--- src/sv/tle_pkg.sv ---
`timescale 1ns / 1ps
package tle_pkg;

  localparam int unsigned LINE_MAX_DEF = 64;
  localparam int unsigned CFG_W        = 7;

  localparam logic [CFG_W-1:0] CAP_RESET = 7'd64;
  localparam logic [CFG_W-1:0] CAP_MIN   = 7'd2;

  localparam logic [7:0] BYTE_ESC   = 8'h1B;
  localparam logic [7:0] BYTE_CSI   = 8'h5B;
  localparam logic [7:0] BYTE_UP    = 8'h41;
  localparam logic [7:0] BYTE_DOWN  = 8'h42;
  localparam logic [7:0] BYTE_RIGHT = 8'h43;
  localparam logic [7:0] BYTE_LEFT  = 8'h44;
  localparam logic [7:0] BYTE_HOME  = 8'h31;
  localparam logic [7:0] BYTE_DEL   = 8'h33;
  localparam logic [7:0] BYTE_END   = 8'h34;
  localparam logic [7:0] BYTE_PGDN  = 8'h36;
  localparam logic [7:0] BYTE_TILDE = 8'h7E;
  localparam logic [7:0] BYTE_ENTER = 8'h0D;
  localparam logic [7:0] BYTE_BKSP  = 8'h7F;
  localparam logic [7:0] BYTE_SPACE = 8'h20;

  localparam logic [2:0] ESC_LAST_CNT = 3'd4;

  typedef enum logic [2:0] {
    KEY_NONE,
    KEY_BACK,
    KEY_FWD,
    KEY_START,
    KEY_ERASE,
    KEY_END,
    KEY_BYTE
  } key_e;

  typedef enum logic [2:0] {
    CELL_HOLD,
    CELL_WRITE,
    CELL_SHIFT,
    CELL_DRAIN,
    CELL_CLEAR
  } cell_op_e;

  typedef enum logic [1:0] {
    ST_IDLE,
    ST_SCAN,
    ST_EMIT
  } state_e;

  typedef struct packed {
    cell_op_e   op;
    logic [7:0] wdata;
  } cell_cmd_t;

endpackage

--- src/sv/tle_cell.sv ---
`timescale 1ns / 1ps
module tle_cell #(
  parameter int unsigned IDX = 0,
  parameter int unsigned CW  = 6
) (
  input  logic               clk_i,
  input  logic               rst_ni,
  input  tle_pkg::cell_cmd_t cmd_i,
  input  logic [CW-1:0]      ptr_i,
  input  logic [CW-1:0]      lim_i,
  input  logic [7:0]         right_i,
  output logic [7:0]         data_o,
  output logic               hit_o
);
  import tle_pkg::*;

  localparam logic [CW-1:0] IDX_W = CW'(IDX);

  logic [7:0] data_q, data_d;
  logic       at_ptr;

  assign at_ptr = (IDX_W == ptr_i);
  assign data_o = data_q;
  assign hit_o  = at_ptr && (data_q != 8'h00);

  always_comb begin
    data_d = data_q;
    case (cmd_i.op)
      CELL_HOLD:  data_d = data_q;
      CELL_WRITE: begin
        if (at_ptr) begin
          data_d = cmd_i.wdata;
        end
      end
      CELL_SHIFT: begin
        if (IDX_W == lim_i) begin
          data_d = 8'h00;
        end else if ((IDX_W >= ptr_i) && (IDX_W < lim_i)) begin
          data_d = right_i;
        end
      end
      CELL_DRAIN: data_d = right_i;
      CELL_CLEAR: data_d = 8'h00;
      default:    data_d = data_q;
    endcase
  end

  always_ff @(posedge clk_i or negedge rst_ni) begin
    if (!rst_ni) begin
      data_q <= 8'h00;
    end else begin
      data_q <= data_d;
    end
  end

endmodule

--- src/sv/tle_esc_dec.sv ---
`timescale 1ns / 1ps
module tle_esc_dec (
  input  logic          clk_i,
  input  logic          rst_ni,
  input  logic          en_i,
  input  logic [7:0]    byte_i,
  output tle_pkg::key_e key_o
);
  import tle_pkg::*;

  logic [2:0] count_q, count_d;
  logic [7:0] b0_q, b0_d;
  logic [7:0] b1_q, b1_d;

  always_comb begin
    count_d = count_q;
    b0_d    = b0_q;
    b1_d    = b1_q;
    key_o   = KEY_NONE;
    if (count_q == 3'd0) begin
      if (byte_i == BYTE_ESC) begin
        count_d = 3'd1;
      end else begin
        key_o = KEY_BYTE;
      end
    end else begin
      count_d = count_q + 3'd1;
      if (count_q == 3'd1) begin
        b0_d = byte_i;
      end
      if (count_q == 3'd2) begin
        b1_d = byte_i;
      end
      if ((count_q == 3'd2) && (b0_q == BYTE_CSI)) begin
        if ((byte_i == BYTE_UP) || (byte_i == BYTE_DOWN)) begin
          count_d = 3'd0;
        end else if (byte_i == BYTE_RIGHT) begin
          count_d = 3'd0;
          key_o   = KEY_FWD;
        end else if (byte_i == BYTE_LEFT) begin
          count_d = 3'd0;
          key_o   = KEY_BACK;
        end
      end else if ((count_q == 3'd3) && (b0_q == BYTE_CSI) && (byte_i == BYTE_TILDE)) begin
        if ((b1_q >= BYTE_HOME) && (b1_q <= BYTE_PGDN)) begin
          count_d = 3'd0;
          if (b1_q == BYTE_HOME) begin
            key_o = KEY_START;
          end else if (b1_q == BYTE_DEL) begin
            key_o = KEY_ERASE;
          end else if (b1_q == BYTE_END) begin
            key_o = KEY_END;
          end
        end
      end else if (count_q >= ESC_LAST_CNT) begin
        count_d = 3'd0;
      end
    end
  end

  always_ff @(posedge clk_i or negedge rst_ni) begin
    if (!rst_ni) begin
      count_q <= 3'd0;
      b0_q    <= 8'h00;
      b1_q    <= 8'h00;
    end else if (en_i) begin
      count_q <= count_d;
      b0_q    <= b0_d;
      b1_q    <= b1_d;
    end
  end

endmodule

--- src/sv/terminal_line_editor_unit.sv ---
`timescale 1ns / 1ps
// A byte is taken while the unit is idle; editing, cursor keys and escape bytes take effect at once.
// End walks the cursor one cell a cycle; no byte is taken until the walk is over.
// Enter emits one result a cycle, unless the output stalls, from the head of the cell row up to
// the cursor; the next byte is taken after the last result has entered the output register.
// Reset clears all cells, the cursor and the escape state at once and sets capacity to 64.
module terminal_line_editor_unit #(
  parameter int unsigned LINE_MAX = tle_pkg::LINE_MAX_DEF
) (
  input  logic                      clk_i,
  input  logic                      rst_ni,
  input  logic                      in_valid_i,
  output logic                      in_stall_o,
  input  logic [7:0]                rx_byte_i,
  output logic                      out_valid_o,
  input  logic                      out_stall_i,
  output logic [7:0]                line_char_o,
  output logic                      char_valid_o,
  output logic                      last_char_o,
  input  logic                      cfg_we_i,
  input  logic [tle_pkg::CFG_W-1:0] cfg_wdata_i
);
  import tle_pkg::*;

  localparam int unsigned      CW     = $clog2(LINE_MAX);
  localparam logic [CFG_W-1:0] LINE_W = CFG_W'(LINE_MAX);

  state_e state_q, state_d;

  logic [CFG_W-1:0] cap_q;
  logic [CFG_W-1:0] cap_eff;
  logic [CFG_W-1:0] end_full;
  logic [CW-1:0]    end_c;
  logic [CW-1:0]    cursor_q, cursor_d;
  logic [CW-1:0]    cur_clamp;
  logic [CW-1:0]    rem_q, rem_d;
  logic [CW-1:0]    ptr;

  logic       accept;
  logic       out_free;
  logic       hit;
  logic       printable;
  key_e       key;
  cell_cmd_t  cmd;

  logic       out_valid_q, out_valid_d;
  logic [7:0] out_char_q, out_char_d;
  logic       out_cv_q, out_cv_d;
  logic       out_last_q, out_last_d;

  logic [7:0]          cell_data [LINE_MAX];
  logic [LINE_MAX-1:0] hit_vec;

  assign in_stall_o   = (state_q != ST_IDLE);
  assign accept       = in_valid_i && !in_stall_o;
  assign out_free     = !out_valid_q || !out_stall_i;
  assign out_valid_o  = out_valid_q;
  assign line_char_o  = out_char_q;
  assign char_valid_o = out_cv_q;
  assign last_char_o  = out_last_q;

  assign cap_eff   = (cap_q < CAP_MIN) ? CAP_MIN : ((cap_q > LINE_W) ? LINE_W : cap_q);
  assign end_full  = cap_eff - CFG_W'(1);
  assign end_c     = end_full[CW-1:0];
  assign cur_clamp = (cursor_q > end_c) ? end_c : cursor_q;
  assign printable = (rx_byte_i >= BYTE_SPACE) && (rx_byte_i <= BYTE_TILDE);
  assign hit       = |hit_vec;

  tle_esc_dec u_esc_dec (
    .clk_i  (clk_i),
    .rst_ni (rst_ni),
    .en_i   (accept),
    .byte_i (rx_byte_i),
    .key_o  (key)
  );

  for (genvar g = 0; g < LINE_MAX; g++) begin : g_cell
    logic [7:0] right;
    if (g == LINE_MAX - 1) begin : g_tail
      assign right = 8'h00;
    end else begin : g_body
      assign right = cell_data[g+1];
    end
    tle_cell #(
      .IDX (g),
      .CW  (CW)
    ) u_cell (
      .clk_i   (clk_i),
      .rst_ni  (rst_ni),
      .cmd_i   (cmd),
      .ptr_i   (ptr),
      .lim_i   (end_c),
      .right_i (right),
      .data_o  (cell_data[g]),
      .hit_o   (hit_vec[g])
    );
  end

  always_comb begin
    if (state_q == ST_SCAN) begin
      ptr = cursor_q;
    end else if ((key == KEY_BYTE) && (rx_byte_i == BYTE_BKSP) && (cur_clamp != '0)) begin
      ptr = cur_clamp - CW'(1);
    end else begin
      ptr = cur_clamp;
    end
  end

  always_comb begin
    state_d = state_q;
    case (state_q)
      ST_IDLE: begin
        if (accept) begin
          if (key == KEY_END) begin
            state_d = ST_SCAN;
          end else if ((key == KEY_BYTE) && (rx_byte_i == BYTE_ENTER)) begin
            state_d = ST_EMIT;
          end
        end
      end
      ST_SCAN: begin
        if (!((cursor_q < end_c) && hit)) begin
          state_d = ST_IDLE;
        end
      end
      ST_EMIT: begin
        if (out_free && (rem_q <= CW'(1))) begin
          state_d = ST_IDLE;
        end
      end
      default: state_d = ST_IDLE;
    endcase
  end

  always_comb begin
    cmd.op      = CELL_HOLD;
    cmd.wdata   = rx_byte_i;
    cursor_d    = cursor_q;
    rem_d       = rem_q;
    out_valid_d = out_valid_q && out_stall_i;
    out_char_d  = out_char_q;
    out_cv_d    = out_cv_q;
    out_last_d  = out_last_q;
    case (state_q)
      ST_IDLE: begin
        if (accept) begin
          cursor_d = cur_clamp;
          case (key)
            KEY_BACK: begin
              if (cur_clamp != '0) begin
                cursor_d = cur_clamp - CW'(1);
              end
            end
            KEY_FWD: begin
              if (hit && (cur_clamp < end_c)) begin
                cursor_d = cur_clamp + CW'(1);
              end
            end
            KEY_START: cursor_d = '0;
            KEY_ERASE: cmd.op = CELL_SHIFT;
            KEY_BYTE: begin
              if (rx_byte_i == BYTE_ENTER) begin
                rem_d = cur_clamp;
              end else if (rx_byte_i == BYTE_BKSP) begin
                if (cur_clamp != '0) begin
                  cmd.op   = CELL_SHIFT;
                  cursor_d = cur_clamp - CW'(1);
                end
              end else if (printable) begin
                cmd.op = CELL_WRITE;
                if (cur_clamp < end_c) begin
                  cursor_d = cur_clamp + CW'(1);
                end
              end
            end
            default: cursor_d = cur_clamp;
          endcase
        end
      end
      ST_SCAN: begin
        if ((cursor_q < end_c) && hit) begin
          cursor_d = cursor_q + CW'(1);
        end
      end
      ST_EMIT: begin
        if (out_free) begin
          out_valid_d = 1'b1;
          if (rem_q == '0) begin
            out_char_d = 8'h00;
            out_cv_d   = 1'b0;
            out_last_d = 1'b1;
            cmd.op     = CELL_CLEAR;
            cursor_d   = '0;
          end else begin
            out_char_d = cell_data[0];
            out_cv_d   = 1'b1;
            out_last_d = (rem_q == CW'(1));
            rem_d      = rem_q - CW'(1);
            if (rem_q == CW'(1)) begin
              cmd.op   = CELL_CLEAR;
              cursor_d = '0;
            end else begin
              cmd.op = CELL_DRAIN;
            end
          end
        end
      end
      default: cmd.op = CELL_HOLD;
    endcase
  end

  always_ff @(posedge clk_i or negedge rst_ni) begin
    if (!rst_ni) begin
      state_q     <= ST_IDLE;
      cap_q       <= CAP_RESET;
      cursor_q    <= '0;
      rem_q       <= '0;
      out_valid_q <= 1'b0;
    end else begin
      state_q     <= state_d;
      cursor_q    <= cursor_d;
      rem_q       <= rem_d;
      out_valid_q <= out_valid_d;
      if (cfg_we_i) begin
        cap_q <= cfg_wdata_i;
      end
    end
  end

  always_ff @(posedge clk_i) begin
    out_char_q <= out_char_d;
    out_cv_q   <= out_cv_d;
    out_last_q <= out_last_d;
  end

endmodule

--- config.mk ---
export PLATFORM = sky130hd
export DESIGN_NAME = terminal_line_editor_unit
export DESIGN_NICKNAME = d
export VERILOG_FILES = /design/src/sv/tle_pkg.sv /design/src/sv/tle_cell.sv /design/src/sv/tle_esc_dec.sv /design/src/sv/terminal_line_editor_unit.sv
export SDC_FILE = /design/constraint.sdc
export NUM_CORES = 2
export LEC_CHECK = 0
export ABC_AREA = 1
export BUFFER_PORTS_ARGS = -buffer_cell sky130_fd_sc_hd__buf_2
export CAP_MARGIN = 20
export CORE_MARGIN = 8
export CORE_UTILIZATION = 28
export DETAILED_ROUTE_END_ITERATION = 7
export PLACE_DENSITY = 0.41
export SKIP_LAST_GASP = 1
export SLEW_MARGIN = 20
export SYNTH_ARGS = -nofsm -noshare
export SYNTH_HDL_FRONTEND = slang
export SYNTH_SLANG_ARGS = --single-unit
--- constraint.sdc ---
create_clock -name clk_i -period 4.7 [get_ports clk_i]
set_input_delay 0.94 -clock clk_i [delete_from_list [all_inputs] [get_ports clk_i]]
set_output_delay 0.94 -clock clk_i [all_outputs]
set_load 0.005 [all_outputs]
Word level (Yosys, flattened, before mapping)

Index checks and enable logic that the tools add are counted.

Register bits: 563
Input port bits: 20
Output and inout bits: 12
Word-level logic and storage cells: 1,127

$add $sub $neg: 6
$lt $le $gt $ge: 139
Eq/ne operators: 293
Mux-type cells: 319
Bitwise operators: 1
Reductions and logical operators: 294

Operators with widths:

| operator             | count |
|---|---|
| $pmux W8 S4          | 63 |
| $mux W8              | 192 |
| $reduce_bool A8 Y1   | 64 |
| $eq A6 B6 Y1 const A | 64 |
| $reduce_and A3 Y1    | 66 |
| $eq A5 B6 Y1 const A | 32 |
| $ge A6 B6 Y1 const A | 32 |
| $lt A6 B6 Y1 const A | 32 |
| $ne A3 B1 Y1 const B | 64 |
| $logic_and A1 B1 Y1  | 141 |
| $ne A2 B1 Y1 const B | 65 |
| $mux W6              | 21 |
| $eq A4 B6 Y1 const A | 16 |
| $ge A5 B6 Y1 const A | 16 |
| $lt A5 B6 Y1 const A | 16 |
| $mux W3              | 25 |
| $reduce_or A64 Y1    | 1 |
| $eq A8 B7 Y1 const B | 7 |
| $eq A3 B6 Y1 const A | 8 |
| $ge A4 B6 Y1 const A | 8 |
| $lt A4 B6 Y1 const A | 8 |
| $eq A2 B6 Y1 const A | 4 |
| $eq A8 B6 Y1 const B | 3 |
| $ge A3 B6 Y1 const A | 4 |
| other kinds (51)     | 100 |

Logic depth before layout (Yosys ltp)

Word-level depth: 21
Depth in mapped cells: 43
Mapped depth without buffers: 41

Worst setup path after synthesis

Ideal clock, no wire load.

Path type: flip-flop to flip-flop
Start point: register cap_q[3]
End point: register g_cell[55].u_cell.data_q[1]
Setup time: 0.125 ns
Data arrival time: 4.726 ns
Required time: 4.575 ns
Slack: -0.150 ns
Stages on the path, launching flop included: 30
Path buffers: 4
Period minus slack after synthesis: 4.850 ns
Path through: dfrtp_1 -> nor2_1 -> nand3_1 -> nand2_1 -> ha_1 -> clkbuf_1 -> inv_1 -> a21oi_1 -> nor2_1 -> ha_1 -> inv_1 -> nor2_4 -> nand3_4 -> nand2_4 -> nand2_4 -> nand2_1 -> nand2_4 -> nor2_4 -> nand3_2 -> nand2_2 -> o21ai_1 -> nand2_1 -> nand2_2 -> nor3_2 -> buf_6 -> nor2_8 -> buf_6 -> a211oi_1 -> buf_4 -> mux2_2

Word-level cells in the longest chain between the ends: 16
Elaborated cells between the ends (all ways): 33
Classes of those cells: add/sub: 2; order compare: 5; eq/ne: 8; mux: 13; reduce/logical: 5

Ends and longest elaborated chain:

| item                                                                  | RTL line                         | source |
|---|---|---|
| from (decl)                                                           | terminal_line_editor_unit.sv:30  | `logic [CFG_W-1:0] cap_q;` |
| from (signal assigned)                                                | terminal_line_editor_unit.sv:225 | `cap_q <= cfg_wdata_i;` |
| $gt A7 B7 Y1                                                          | terminal_line_editor_unit.sv:62  | `assign cap_eff = (cap_q < CAP_MIN) ? CAP_MIN : ((cap_q > LINE_W) ? LINE_W : cap_q);` |
| $mux W6                                                               | terminal_line_editor_unit.sv:62  |  |
| $mux W6 *                                                             | terminal_line_editor_unit.sv:62  |  |
| $sub A6 B1 Y6 *                                                       | terminal_line_editor_unit.sv:63  | `assign end_full = cap_eff - CFG_W'(1);` |
| parallel branches: the longest is 12 deep, another holds $gt A6 B6 Y1 | --                               |  |
| to (signal assigned)                                                  | tle_cell.sv:52                   | `data_q <= data_d;` |
| to (decl)                                                             | tle_cell.sv:19                   | `logic [7:0] data_q, data_d;` |

Every way passes the cells marked *.
A chain may end at the register's enable or synchronous reset.

Worst setup path in the final report

Start point: register cap_q[6]
End point: register g_cell[43].u_cell.data_q[5]

Word-level cells in the longest chain between the ends: 16
Elaborated cells between the ends (all ways): 33
Classes of those cells: add/sub: 2; order compare: 5; eq/ne: 8; mux: 13; reduce/logical: 5

Ends and longest elaborated chain:

| item                                                                  | RTL line |
|---|---|
| $gt A7 B7 Y1                                                          | terminal_line_editor_unit.sv:62 |
| $mux W6                                                               | terminal_line_editor_unit.sv:62 |
| $mux W6 *                                                             | terminal_line_editor_unit.sv:62 |
| $sub A6 B1 Y6 *                                                       | terminal_line_editor_unit.sv:63 |
| parallel branches: the longest is 12 deep, another holds $gt A6 B6 Y1 | -- |
| to (signal assigned)                                                  | tle_cell.sv:52 |
| to (decl)                                                             | tle_cell.sv:19 |

Marked as above.

==> impl_metrics.csv <==
group,metric,value,unit
status,status,"complete, but fails checks",
status,violations,"negative setup slack",
setup_path,crit_fanout,8,
cts,clk-insertion-delay-late,650,ps
cts,clockBufferDepth,3,
finish,final_nets,4609,
sta,fmaxAchievable,0.209,GHz
finish,utilization,0.381,
die,placement_rows,124,
global_route,initial_antenna_violation_count,6,
die,floorplan.die.height,355,um
synthesis,dominantRegCellSynth,"sky130_fd_sc_hd__dfrtp_1",
setup_path,critical-path-slowest-cell,"sky130_fd_sc_hd__dfstp_2",
placement,port_buffers,31,
worst_hold_path,hp-class,"input port to async pin",
placement,gp_routability_congestion,0.990,
setup_path,worstSetupPathType,"flop to flop",
drt,dr_total_vias,32600,
die,die_w,355,um
global_route,grt_pass1_vias,31300,
finish,layout-drive-gt1-share,0.245,
cts,clock_sinks,563,
setup_path,timing.critical_path.buf_inv,11,
global_route,grt_overflow,0,
global_route,top_usage_layer,"met2",
cts,cts-htree-levels,3,
drt,route.detailed.vias_per_inst,5.32,
sta,fin_crit,4780,ps
synthesis,yosys.area.top_type,"sky130_fd_sc_hd__dfrtp_1",
synthesis,synth-edff-count,10,
sta,max_slew.worst_pin.slew,834,ps
drt,drt_wl_total,146000,um
global_route,groute.layer.met1.usage,0.315,
cts,tritoncts,"yes",
cts,cts_root_buffer,"sky130_fd_sc_hd__clkbuf_16",
sta,grt_setup_unrepaired,"true",
global_route,groute.layer.met3.usage,0.0322,
synthesis,synthesis.area,32100,um^2
synthesis,syn_avg_cell_area,7.96,um^2
finish,areaGrowthSynthToFinish,35.1,%
sta,timing_hold_violations_final,0,
drt,route.detailed.wl_per_inst,23.8,um
synthesis,synthArstFlopShare,0.982,
drt,route.detailed.drc,0,
drt,detailed_route_iter0_violations,2935,
global_route,grt_start_max_net_pins,106,
drt,detail-route-antenna-nets,0,
placement,dp.final_hpwl,107000,um
die,num_io_pins,32,
synthesis,synth_cell_types,78,
setup_path,worstSetupEndpointType,"flop",
sta,finalSetupViolations,13,
cts,clk_transition_reported_paths,50,ps
sta,period_share,1.02,
finish,commonest_non_fill_non_tap_cell_in_the_layout,"sky130_fd_sc_hd__nand2_1",
sta,timing.final.max_slew_violations,0,
setup_path,cp_top_family,"simple AND/OR/NAND/NOR gates",
cts,cts_inserted_buffers,73,
setup_path,critical-path-max-stage-delay,560,ps
synthesis,synth-seq-cells,563,
setup_path,start_kind,"flop",
synthesis,synthCells,4036,
sta,timing.clock.skew,25.9,ps
global_route,grt_pass1_wl,212000,um
sta,timing.final.ws_setup,-77.4,ps
synthesis,yosysWarningCount,0,
die,design.core.area,114000,um^2
die,dieArea,126000,um^2
sta,max-slew-margin-rel,0.444,
synthesis,synth_nets,4078,
global_route,global_route.usage.total,0.219,
die,start_util,0.282,
global_route,global_route_track_usage_on_met2,0.341,
flow_run,drv.max_cap_violation_count,0,
drt,detail_route.first_pass.iterations,6,
synthesis,yosysSeqAreaShare,0.440,
synthesis,synthDominantCellAreaShare,0.430,
synthesis,ys_top_cells_by_area,"sky130_fd_sc_hd__dfrtp_1 (43%), sky130_fd_sc_hd__nand2_1 (8.0%), sky130_fd_sc_hd__o21ai_0 (7.5%)",
setup_path,crit_arrival,5290,ps
finish,final_cell_mix,"sky130_fd_sc_hd__nand2_1 (638), sky130_fd_sc_hd__dfrtp_1 (552), sky130_fd_sc_hd__buf_4 (467)",
setup_path,worst_ep_required_time,5220,ps
[final cells by class]
type	instances	area (um^2)
Timing Repair Buffer	672	6790
Clock buffer	110	2110
Fill cell	11800	70600
Inverter	336	1310
Clock inverter	16	249
Sequential cell	563	14100
Multi-Input combinational cell	2921	16900
Tap cell	1512	1890
Antenna cell	1	2.50
[cells in the mapped netlist (all sizes together) (2+ instances only)]
| master | n |
|---|---|
| nand2 | 722 |
| o21ai | 645 |
| dfrtp | 552 |
| nor2 | 385 |
| a31oi | 375 |
| inv | 329 |
| a21oi | 151 |
| nand3 | 150 |
| clkbuf | 125 |
| nor4 | 120 |
| nor3 | 98 |
| buf | 92 |
| o211ai | 48 |
| nand4 | 36 |
| mux2 | 29 |
| mux2i | 24 |
| ha | 22 |
| o21a | 22 |
| a211oi | 21 |
| o31ai | 13 |
| a221oi | 10 |
| edfxtp | 10 |
| clkinv | 7 |
| o221ai | 7 |
| and3 | 6 |
| xor2 | 6 |
| a311oi | 5 |
| and2 | 3 |
| nand3b | 3 |
| o2111ai | 3 |
| a21boi | 2 |
| a22oi | 2 |
| nor3b | 2 |
| o22ai | 2 |
| o311ai | 2 |
[metal layers]
metal,routed length (um),part of all wire
met1,67700,0.46
met2,64800,0.44
met3,9070,0.062
met4,4140,0.028
met5,14,0.000096
[worst paths after layout]
path	startpoint	end	slack [ps]	depth (start not counted)
worst max register to register	cap_q[6]	g_cell[43].u_cell.data_o[5]	-80	35
max in group asynchronous	rst_ni	g_cell[45].u_cell.data_o[4]	3220	2
min in group clk_i	u_esc_dec.b0_q[5]	u_esc_dec.b0_q[5]	490	2
worst min-delay path	rst_ni	u_esc_dec.b0_q[1]	350	1
worst max-delay path	cap_q[6]	g_cell[43].u_cell.data_o[5]	-80	35
worst min register to register	u_esc_dec.b0_q[5]	u_esc_dec.b0_q[5]	490	2
[flip-flops by register name, summed over array words and instances (netlist names), 2 cells and up]
register / cells
u_esc_dec.count_q: 3
state_q: 2
u_esc_dec.b1_q: 8
cap_q: 7
rem_q: 6
cursor_q: 6
u_esc_dec.b0_q: 8
line_char_o: 8
g_cell.u_cell.data_o: 512
[cell families (layout without fill, tap and decap cells)]
family,count (synthesis),after routing,share of synthesized area
compound gates,1312,1313,0.242
xor+xnor,7,7,0.00191
fa+ha+maj,22,22,0.00857
buf+inv,553,1134,0.0724
flops,563,563,0.440
mux,53,53,0.0177
other cells,0,1,0
simple gates,1526,1526,0.217
[repair_timing]
item	CTS	global route
buffers inserted	32	77
endpoints found under the setup margin	486	519
hold buffers	0	0
gates resized for setup	90	287
pin swaps	49	90
cloned	2	21
[per-stage QoR]
| stage | instances | TNS (ps) | setup slack, ps | instance area, um^2 | hold slack, ps |
|---|---|---|---|---|---|
| floorplan | 4036 | 0 | 22.6 | 32100 | 453 |
| global placement | 5874 | -48090 | -360 | 38100 | 469 |
| detailed placement | 5874 | -61970 | -360 | 38100 | 477 |
| CTS | 6033 | -511 | -43.2 | 41200 | 351 |
| global route | 6130 | -55360 | -330 | 43400 | 375 |
| finish | 6131 | -520 | -77.4 | 43400 | 346 |
[worst reg2reg max path: cells and delay by family, from the launching register on]
| family | cells | cell delay [ps] |
|---|---|---|
| AO/OA/AOI/OAI | 3 | 390 |
| buffers and inverters | 11 | 1450 |
| AND/OR/NAND/NOR | 19 | 1840 |
| flip-flops | 1 | 560 |
| adder cells (fa/ha/maj) | 2 | 430 |
Power is left out: the tool's default activity adds up to more than one toggle a clock period on the data nets, which glitch-free logic cannot reach.
